[src/hw/rtl/bnpr_pkg.sv]
`default_nettype none

package bnpr_pkg;

  // Major opcodes of the branch and jump instructions.
  localparam logic [5:0] OP_SPECIAL = 6'd0;
  localparam logic [5:0] OP_REGIMM  = 6'd1;
  localparam logic [5:0] OP_J       = 6'd2;
  localparam logic [5:0] OP_JAL     = 6'd3;
  localparam logic [5:0] OP_BEQ     = 6'd4;
  localparam logic [5:0] OP_BNE     = 6'd5;
  localparam logic [5:0] OP_BLEZ    = 6'd6;
  localparam logic [5:0] OP_BGTZ    = 6'd7;
  localparam logic [5:0] OP_COP1    = 6'd17;
  localparam logic [5:0] OP_BEQL    = 6'd20;
  localparam logic [5:0] OP_BNEL    = 6'd21;
  localparam logic [5:0] OP_BLEZL   = 6'd22;
  localparam logic [5:0] OP_BGTZL   = 6'd23;

  // Function codes of the register jumps.
  localparam logic [5:0] FN_JR   = 6'd8;
  localparam logic [5:0] FN_JALR = 6'd9;

  // The rs field that selects the coprocessor 1 branch group.
  localparam logic [4:0] COP1_BC = 5'd8;

  // Register that receives the return address of the fixed linking forms.
  localparam logic [4:0] LINK_REG = 5'd31;

  localparam logic [31:0] INSN_BYTES = 32'd4;
  localparam logic [31:0] SLOT_BYTES = 32'd8;

  // How the continuation address is formed.
  typedef enum logic [1:0] {
    KIND_NONE,
    KIND_REG,
    KIND_JUMP,
    KIND_COND
  } kind_t;

  // Which test decides a conditional branch.
  typedef enum logic [2:0] {
    COND_EQ,
    COND_NE,
    COND_LEZ,
    COND_GTZ,
    COND_LTZ,
    COND_GEZ,
    COND_FT,
    COND_FF
  } cond_t;

  typedef struct packed {
    logic [31:0] pc_addr;
    logic [31:0] instr_word;
    logic [31:0] rs_value;
    logic [31:0] rt_value;
    logic        fp_cond;
  } request_t;

  typedef struct packed {
    logic [31:0] next_pc;
    logic        link_enable;
    logic [4:0]  link_index;
    logic [31:0] link_value;
    logic        error_status;
  } result_t;

  // Link request, carried unchanged down the pipeline.
  typedef struct packed {
    logic        enable;
    logic [4:0]  index;
    logic [31:0] value;
  } link_t;

  // Contents of the decode stage register.
  typedef struct packed {
    logic        valid;
    kind_t       kind;
    cond_t       cond;
    logic [31:0] pc;
    logic [31:0] pc4;
    logic [31:0] pc8;
    logic [31:0] rs_val;
    logic [31:0] rt_val;
    logic        fcc;
    logic [25:0] imm;
    link_t       link;
    logic        err;
  } dec_t;

  // Contents of the evaluate stage register.
  typedef struct packed {
    logic        valid;
    kind_t       kind;
    logic        take;
    logic [31:0] pc;
    logic [31:0] pc8;
    logic [31:0] branch_target;
    logic [31:0] jump_target;
    logic [31:0] reg_target;
    link_t       link;
    logic        err;
  } eval_t;

endpackage

`default_nettype wire

[src/hw/rtl/branch_next_pc_resolver.sv]
`default_nettype none

// Branch and jump next-address resolver. Each item carries a branch or jump
// instruction, its address, its two source register values and the FPU
// condition bit; the block returns the address that follows the delay slot,
// an optional link write of address+8, and an unaligned-address flag. An item
// is taken on any cycle that start is high (busy stays low, since the
// receiver cannot stall), and its result appears on result with done high
// after the pipeline registers of decode, condition and target adds, and the
// final select, one register each. One item per clock sustained.
module branch_next_pc_resolver (
  input  wire logic               clk,
  input  wire logic               rst,
  input  wire logic               start,
  output logic                    busy,
  input  wire bnpr_pkg::request_t request,
  output logic                    done,
  output bnpr_pkg::result_t       result
);

  bnpr_pkg::dec_t  dec;
  bnpr_pkg::eval_t ev;
  logic [31:0]     next_pc;

  assign busy = 1'b0;

  bnpr_decode u_decode (
    .clk     (clk),
    .rst     (rst),
    .accept  (start),
    .request (request),
    .dec     (dec)
  );

  bnpr_eval u_eval (
    .clk (clk),
    .rst (rst),
    .dec (dec),
    .ev  (ev)
  );

  // Pick the continuation address.
  always_comb begin
    case (ev.kind)
      bnpr_pkg::KIND_REG:  next_pc = ev.reg_target;
      bnpr_pkg::KIND_JUMP: next_pc = ev.jump_target;
      bnpr_pkg::KIND_COND: next_pc = ev.take ? ev.branch_target : ev.pc8;
      default:             next_pc = ev.pc;
    endcase
  end

  // Output register.
  always_ff @(posedge clk) begin
    if (rst) begin
      done <= 1'b0;
    end else begin
      done <= ev.valid;
    end
  end

  always_ff @(posedge clk) begin
    result.next_pc      <= next_pc;
    result.link_enable  <= ev.link.enable;
    result.link_index   <= ev.link.index;
    result.link_value   <= ev.link.value;
    result.error_status <= ev.err;
  end

endmodule

`default_nettype wire

[src/hw/rtl/bnpr_decode.sv]
`default_nettype none

module bnpr_decode (
  input  wire logic              clk,
  input  wire logic              rst,
  input  wire logic              accept,
  input  wire bnpr_pkg::request_t request,
  output bnpr_pkg::dec_t         dec
);

  logic [5:0]  op;
  logic [4:0]  rs;
  logic [4:0]  rt;
  logic [4:0]  rd;
  logic [5:0]  fn;
  logic [31:0] pc8;
  logic [31:0] pc4;
  logic [31:0] rs_val;
  logic [31:0] rt_val;
  bnpr_pkg::kind_t kind;
  bnpr_pkg::cond_t cond;
  bnpr_pkg::link_t link;
  logic        err;

  assign op  = request.instr_word[31:26];
  assign rs  = request.instr_word[25:21];
  assign rt  = request.instr_word[20:16];
  assign rd  = request.instr_word[15:11];
  assign fn  = request.instr_word[5:0];
  assign pc8 = request.pc_addr + bnpr_pkg::SLOT_BYTES;
  assign pc4 = request.pc_addr + bnpr_pkg::INSN_BYTES;

  // Classify the instruction, apply register zero and the link-before-read rule.
  always_comb begin
    rs_val      = (rs == 5'd0) ? 32'd0 : request.rs_value;
    rt_val      = (rt == 5'd0) ? 32'd0 : request.rt_value;
    kind        = bnpr_pkg::KIND_NONE;
    cond        = bnpr_pkg::COND_EQ;
    link.enable = 1'b0;
    link.index  = 5'd0;
    link.value  = 32'd0;
    err         = 1'b0;
    if (request.pc_addr[1:0] != 2'b00) begin
      err = 1'b1;
    end else begin
      case (op)
        bnpr_pkg::OP_SPECIAL: begin
          if (fn == bnpr_pkg::FN_JALR) begin
            kind        = bnpr_pkg::KIND_REG;
            link.enable = 1'b1;
            link.index  = rd;
            link.value  = pc8;
            if (rs == rd) begin
              rs_val = pc8;
            end
          end else if (fn == bnpr_pkg::FN_JR) begin
            kind = bnpr_pkg::KIND_REG;
          end
        end
        bnpr_pkg::OP_REGIMM: begin
          // Only rt codes 0 to 3 and 16 to 19 are branches.
          if (rt[3:2] == 2'b00) begin
            kind = bnpr_pkg::KIND_COND;
            cond = rt[0] ? bnpr_pkg::COND_GEZ : bnpr_pkg::COND_LTZ;
            if (rt[4]) begin
              link.enable = 1'b1;
              link.index  = bnpr_pkg::LINK_REG;
              link.value  = pc8;
              if (rs == bnpr_pkg::LINK_REG) begin
                rs_val = pc8;
              end
            end
          end
        end
        bnpr_pkg::OP_J: begin
          kind = bnpr_pkg::KIND_JUMP;
        end
        bnpr_pkg::OP_JAL: begin
          kind        = bnpr_pkg::KIND_JUMP;
          link.enable = 1'b1;
          link.index  = bnpr_pkg::LINK_REG;
          link.value  = pc8;
        end
        bnpr_pkg::OP_BEQ, bnpr_pkg::OP_BEQL: begin
          kind = bnpr_pkg::KIND_COND;
          cond = bnpr_pkg::COND_EQ;
        end
        bnpr_pkg::OP_BNE, bnpr_pkg::OP_BNEL: begin
          kind = bnpr_pkg::KIND_COND;
          cond = bnpr_pkg::COND_NE;
        end
        bnpr_pkg::OP_BLEZ, bnpr_pkg::OP_BLEZL: begin
          kind = bnpr_pkg::KIND_COND;
          cond = bnpr_pkg::COND_LEZ;
        end
        bnpr_pkg::OP_BGTZ, bnpr_pkg::OP_BGTZL: begin
          kind = bnpr_pkg::KIND_COND;
          cond = bnpr_pkg::COND_GTZ;
        end
        bnpr_pkg::OP_COP1: begin
          // Branch on condition code 0 only.
          if (rs == bnpr_pkg::COP1_BC && rt[4:2] == 3'b000) begin
            kind = bnpr_pkg::KIND_COND;
            cond = rt[0] ? bnpr_pkg::COND_FT : bnpr_pkg::COND_FF;
          end
        end
        default: begin
          kind = bnpr_pkg::KIND_NONE;
        end
      endcase
    end
  end

  // Stage register: valid is control and is reset, the rest is payload.
  always_ff @(posedge clk) begin
    if (rst) begin
      dec.valid <= 1'b0;
    end else begin
      dec.valid <= accept;
    end
    dec.kind   <= kind;
    dec.cond   <= cond;
    dec.pc     <= request.pc_addr;
    dec.pc4    <= pc4;
    dec.pc8    <= pc8;
    dec.rs_val <= rs_val;
    dec.rt_val <= rt_val;
    dec.fcc    <= request.fp_cond;
    dec.imm    <= request.instr_word[25:0];
    dec.link   <= link;
    dec.err    <= err;
  end

endmodule

`default_nettype wire

[src/hw/rtl/bnpr_eval.sv]
`default_nettype none

module bnpr_eval (
  input  wire logic           clk,
  input  wire logic           rst,
  input  wire bnpr_pkg::dec_t dec,
  output bnpr_pkg::eval_t     ev
);

  logic        rs_neg;
  logic        rs_zero;
  logic        take;
  logic [31:0] offset;

  assign rs_neg  = dec.rs_val[31];
  assign rs_zero = (dec.rs_val == 32'd0);
  assign offset  = {{14{dec.imm[15]}}, dec.imm[15:0], 2'b00};

  // Evaluate the branch condition.
  always_comb begin
    case (dec.cond)
      bnpr_pkg::COND_EQ:  take = (dec.rs_val == dec.rt_val);
      bnpr_pkg::COND_NE:  take = (dec.rs_val != dec.rt_val);
      bnpr_pkg::COND_LEZ: take = rs_neg || rs_zero;
      bnpr_pkg::COND_GTZ: take = !rs_neg && !rs_zero;
      bnpr_pkg::COND_LTZ: take = rs_neg;
      bnpr_pkg::COND_GEZ: take = !rs_neg;
      bnpr_pkg::COND_FT:  take = dec.fcc;
      bnpr_pkg::COND_FF:  take = !dec.fcc;
      default:            take = 1'b0;
    endcase
  end

  // Candidate targets; the jump keeps the top four bits of the delay slot address.
  always_ff @(posedge clk) begin
    if (rst) begin
      ev.valid <= 1'b0;
    end else begin
      ev.valid <= dec.valid;
    end
    ev.kind          <= dec.kind;
    ev.take          <= take;
    ev.pc            <= dec.pc;
    ev.pc8           <= dec.pc8;
    ev.branch_target <= dec.pc4 + offset;
    ev.jump_target   <= {dec.pc4[31:28], dec.imm, 2'b00};
    ev.reg_target    <= dec.rs_val;
    ev.link          <= dec.link;
    ev.err           <= dec.err;
  end

endmodule

`default_nettype wire
[config.mk]
export PLATFORM = sky130hd
export DESIGN_NAME = branch_next_pc_resolver
export DESIGN_NICKNAME = d
export VERILOG_FILES = /design/src/hw/rtl/bnpr_pkg.sv /design/src/hw/rtl/branch_next_pc_resolver.sv /design/src/hw/rtl/bnpr_decode.sv /design/src/hw/rtl/bnpr_eval.sv
export SDC_FILE = /design/constraint.sdc
export NUM_CORES = 1
export LEC_CHECK = 0
export BUFFER_PORTS_ARGS = -buffer_cell sky130_fd_sc_hd__buf_2
export CAP_MARGIN = 20
export CORE_ASPECT_RATIO = 1.4
export CORE_MARGIN = 2
export CORE_UTILIZATION = 35
export DETAILED_ROUTE_END_ITERATION = 10
export PLACE_DENSITY_LB_ADDON = 0.12
export REMOVE_ABC_BUFFERS = 1
export SLEW_MARGIN = 20
export SYNTH_ARGS = -nofsm -noshare
export SYNTH_HDL_FRONTEND = slang
export SYNTH_HIERARCHICAL = 1
export SYNTH_SLANG_ARGS = --single-unit
export TNS_END_PERCENT = 50
[constraint.sdc]
create_clock -name clk -period 3 [get_ports clk]
set_input_delay 0.15 -clock clk [delete_from_list [all_inputs] [get_ports clk]]
set_output_delay 0.15 -clock clk [all_outputs]
set_load 0.1 [all_outputs]
Word-level counts from Yosys, hierarchy flattened. Index checks and enable logic that the tools add are counted.

Flip-flop bits (word level): 505. Output and inout bits: 73.

Add/subtract/negate cells: 3. Equal/unequal tests: 29. Reductions and logical operators: 19. Muxes and demuxes: 26.

Operator list (number): 32-bit two-way mux (8); 38-bit two-way mux (3); 38-bit case mux with 3 select lines (1); 32-bit case mux with 3 select lines (1); 32-bit case mux with 2 select lines (1); 32-bit by 3-bit adder with 32-bit output, second input constant (1); 32-bit adder (1); 32-bit by 4-bit adder with 32-bit output, second input constant (1); 32-bit equality test (1); 32-bit zero test (1); 32-bit != test (1); 6-bit by 5-bit equality test with 1-bit output, second input constant (5); 6-bit by 3-bit equality test with 1-bit output, second input constant (4); 3-bit case mux with 5 select lines (1); 3-bit equality test, second input constant (4); 6-bit by 2-bit equality test with 1-bit output, second input constant (2); 6-bit by 4-bit equality test with 1-bit output, second input constant (2); 5-bit zero test (2); 2-bit case mux with 5 select lines (1); 1-bit case mux with 8 select lines (1); 2-bit OR reduction (4); 8-bit OR reduction (1); 3-bit by 2-bit equality test with 1-bit output, second input constant (2); 6-bit by 1-bit equality test with 1-bit output, second input constant (1); 16 further kinds (27).

Depth between registers and ports, before layout.
Word-level depth: 7. Mapped depth: 11.

Hierarchy. Netlist, hierarchy kept.

Modules (own cells, without submodules): bnpr_decode (area an instance 6980.4 sq um, sequential area each 4544.4 sq um, cells each 624, times used 1); bnpr_eval (area an instance 6025.8 sq um, sequential area each 4023.9 sq um, cells each 467, times used 1); branch_next_pc_resolver (area an instance 2661.3 sq um, sequential area each 1441.4 sq um, cells each 224, times used 1).

Worst setup path before layout. No wires, ideal clock.

Path kind: flip-flop to flip-flop. Start: register u_decode/dec[54] (netlist name). End: register u_eval/ev[134] (netlist name). Slack: 0.518 ns. Arrival: 2.409 ns. Path buffers: 1. Cell stages (with the launch flop): 11. Setup time: 0.072 ns. Period minus slack after synthesis: 2.482 ns. Cells stage by stage: dfxtp_1 > ha_1 > a21oi_1 > nor2b_1 > or2_2 > clkbuf_1 > a21oi_1 > nor2_1 > o22ai_1 > a21boi_0 > xnor2_1.

Word-level cells in the longest chain between the ends: 1.

Ends and longest elaborated chain: 32-bit adder (line bnpr_eval.sv:45) `ev.branch_target <= dec.pc4 + offset;`.

Every way passes these cells. A chain may end at the register's enable or synchronous reset.

Worst setup path in the final report.
Start: register u_decode/dec[39] (netlist name). End: register u_eval/ev[131] (netlist name).

Word-level cells in the longest chain between the ends: 1.

Ends and longest elaborated chain (line): 32-bit adder (bnpr_eval.sv:45).

Every way passes these cells.

==> impl_metrics.csv <==
group,metric,value,unit
route,ant_nets,0,
cts,cts_sinks,500,
pwr,intPower,10.90,mW
synth,yosys.area.top_type,"dfxtp_1",
route,drc,0,
worst_setup_path,worstPathRequired,3.42,ns
route,first_iter_violations,636,
synth,synthFlopType,"dfxtp_1",
sta,fmax,362.8,MHz
route,vias,10410,
sta,slew_headroom,44.65,%
pwr,leakagePower,8.981,nW
sta,setup_slack,0.2434,ns
sta,setup_viol_count_final,0,
sta,slew_viol_final,0,
synth,synth-warning-count,6,
worst_setup_path,worstReg2RegStart,"u_decode/dec[39]",
min_path,hold_path_class,"in -> reg",
synth,ys_seq_area_share,63.89,%
sta,finalCriticalPeriod,2.757,ns
worst_setup_path,r2r_end,"u_eval/ev[131]",
pwr,power.switching,3.346,mW
floorplanning,fp-row-count,91,
synth,yosysTopAreaCellShare,63.89,%
pwr,combPwrFrac,8.8,%
pwr,switching_share,23.48,%
synth,synth_xor_area_share,6.485,%
cts,cts.root.buffer_cell,"clkbuf_16",
place,dp_slack,0.2663,ns
synth,netlist_instances,1315,
pwr,power_density,708.3,nW/um2
min_path,hp-start,"request[0]",
route,viasPerCell,4.597,
synth,synth_area_per_cell,11.91,um2
cts,h-tree-depth,2,
route,firstDrtPassIters,6,
route,routed_wl,43.95,mm
min_path,hold_end,"u_decode/dec[65]",
sta,finClkSkew,0.009099,ns
pwr,vdd_drop_max,0.3868,mV
floorplanning,start_util,35.47,%
global_route,grt_pass1_vias,10700,
synth,synth_top_family_by_area,"simple AND/OR/NAND/NOR gates",
cts,cts_buffers,47,
cts,clkTransAtPathRegs,0.06,ns
worst_setup_path,crit_path_max_fanout,3,
sta,tightest_slew,0.8303,ns
floorplanning,die_height,254.3,um
synth,synth.area.top_cells,"dfxtp_1, xnor2_1, xor2_1",
min_path,hold_path_depth,2,
synth,synth_fa_ha_area_share,2.683,%
worst_setup_path,rr_worst_depth,11,
synth,synth_simple_gate_area_share,11.95,%
finish,drive_above_1_share,21.22,%
worst_setup_path,start_kind,"flip-flop",
job,drv_cap,0,
cts,post_cts_buffers,0,
pwr,share_seq_of_total_power,50.3,%
cts,tritoncts,"built",
floorplanning,die_w,182.8,um
finish,fillers,4165,
worst_setup_path,cp.arrival,3.17,ns
sta,rsz0062_at_grt,"false",
synth,synth-compound-area-share,6.509,%
place,hpwl,32.21,mm
pwr,clockPowerShare,40.9,%
pwr,finalPower,14.25,mW
synth,synthMuxAreaShare,5.127,%
sta,fin_crit_sh,91.89,%
global_route,grt_pass1_wl,65.07,mm
route,wl_per_cell,19.40,um
place,routabilityCongestion,0.8236,
sta,hold_viol_final,0,
floorplanning,ios,205,
floorplanning,dieArea,46500,um2
global_route,antenna_found_initial,1,
outcome,outcome,"completed",
finish,final_nets,1839,
synth,async_reset_ff_share,0,%
synth,synth_area,15670,um2
floorplanning,coreArea,44180,um2
worst_setup_path,r2r_slack,0.24,ns
worst_setup_path,crit_path_end_kind,"flip-flop",
cts,clockBufferDepth,3,
global_route,grt_start_max_net_pins,33,
synth,yosys_register_bits,500,
global_route,grt_overflow_total,0,
cts,worstSkewPairLatency,0.55,ns
synth,synth-edff-count,0,
finish,area_growth,28.41,%
place,io_buffers,203,
global_route,grt_usage,18.87,%
synth,ys_types,69,
worst_setup_path,critPathKind,"reg -> reg",
-- per-stage QoR --
stage / cell area [um2] / TNS (ns) / util [%] / hold WS [ns] / instances
3_3_place_gp: 17260 / 0 / 39.06 / 0.2532 / 2049
4_1_cts: 20120 / 0 / 45.53 / 0.2132 / 2264
5_1_grt: 20120 / 0 / 45.53 / 0.2231 / 2264
3_5_place_dp: 17260 / 0 / 39.06 / 0.2540 / 2049
6_report: 20120 / 0 / 45.54 / 0.2338 / 2265
2_1_floorplan: 15340 / -0.9826 / - / 0.1777 / 1263
-- cells in the mapped netlist (3+ instances only) --
cell,count
buf_2,6
buf_6,10
o21a_1,4
mux2i_1,33
clkbuf_1,26
a21oi_1,32
buf_4,8
inv_1,47
a222oi_1,32
o21ai_0,13
nand2_1,125
and3_1,10
nor2b_1,40
a21o_1,10
nor4_1,21
o21bai_1,4
nor3_1,11
xor2_1,55
a211oi_1,3
nand2b_1,9
nor4_2,3
xnor2_1,61
a31oi_1,5
mux2_4,30
ha_1,32
and2_1,8
nor2_1,63
nand4b_1,3
nand4_1,23
conb_1,3
dfxtp_1,500
o211ai_2,3
nand3_1,29
-- layout make-up --
class                   count  area (um2)  share of cell area [%]
diodes                      1       2.502                 0.01244
clock buffers              63        1339                   6.655
clock inverters            18       177.7                  0.8831
inverters                  47       176.4                  0.8769
multi-input cells         716        5169                   25.69
flip-flops and latches    500       10010                   49.76
well taps                 558       698.2                   3.470
repair buffers            362        2545                   12.65
-- worst max-delay path by stage --
stage,from,to,slack [ns],cells after the start
floorplan,request[84],u_decode/dec[66],-0.03,3
global placement,u_decode/dec[39],u_eval/ev[131],0.34,11
detailed placement,u_decode/dec[39],u_eval/ev[131],0.27,11
CTS,u_decode/dec[39],u_eval/ev[131],0.25,11
global route,u_decode/dec[39],u_eval/ev[131],0.06,11
finish,u_decode/dec[39],u_eval/ev[131],0.24,11
-- registers in the layout, indices dropped and copies added, names as in the netlist --
name	flops
done	1
result	71
u_decode/dec	227
u_eval/ev	201
-- cells by family after synthesis --
family / Yosys count
simple gates: 369
xor+xnor: 116
flops: 500
buf+inv: 101
fa+ha+maj: 33
mux: 65
other cells: 3
compound gates: 128
-- cells in the final DEF (no fill, tap or decap), types with 8 or more instances in the layout --
master	synthesis	layout
buf_4	8	25
xor2_1	55	55
nand2_1	125	125
and3_1	10	10
mux2i_1	33	33
ha_1	32	32
nor2b_1	40	40
nor3_1	11	11
nor2_1	63	62
dfxtp_1	500	499
nand4_1	23	23
clkbuf_1	26	8
inv_1	47	47
buf_2	6	203
nand3_1	29	29
a222oi_1	32	32
xnor2_1	61	61
o21ai_0	13	13
dlygate4sd3_1	0	134
nor4_1	21	21
clkbuf_16	0	49
clkinv_2	0	11
nand2b_1	9	9
a21oi_1	32	32
mux2_4	30	30
and2_1	8	8
a21o_1	10	10
-- repair_timing --
item                      CTS  global route
gates resized for setup     0             0
hold endpoints to repair  180             0
hold buffers              134             0
-- per-layer routing --
| layer | global-route usage, % | vias to the layer above | wire length, um |
|---|---|---|---|
| met5 | 0 | - | 0 |
| met4 | 4.937 | 0 | 858 |
| met3 | 2.242 | 59 | 1616 |
| met2 | 34.68 | 263 | 22370 |
| met1 | 23.36 | 4932 | 19110 |
| li1 | - | 5159 | - |
-- worst max-delay path, stage by stage, from the launching register on --
cell and delay (ns):
dfxtp_1 0.34, ha_1 0.18, inv_1 0.06, fa_1 0.40, nor2b_1 0.16, o31a_1 0.20, o211ai_1 0.19, a211oi_2 0.46
o31ai_4 0.10, a21oi_1 0.26, o21a_1 0.18, o311ai_2 0.11
-- power by group through the flow --
stage,logic [mW],clock network (mW),registers (mW)
floorplan,0.533,0,7.46
detailed placement,1.12,0,7.32
global placement,1.12,0,7.32
finish,1.26,5.82,7.17
CTS,1.26,5.97,7.18
global route,1.35,6.26,7.20
(Power assumes the default switching activity.)
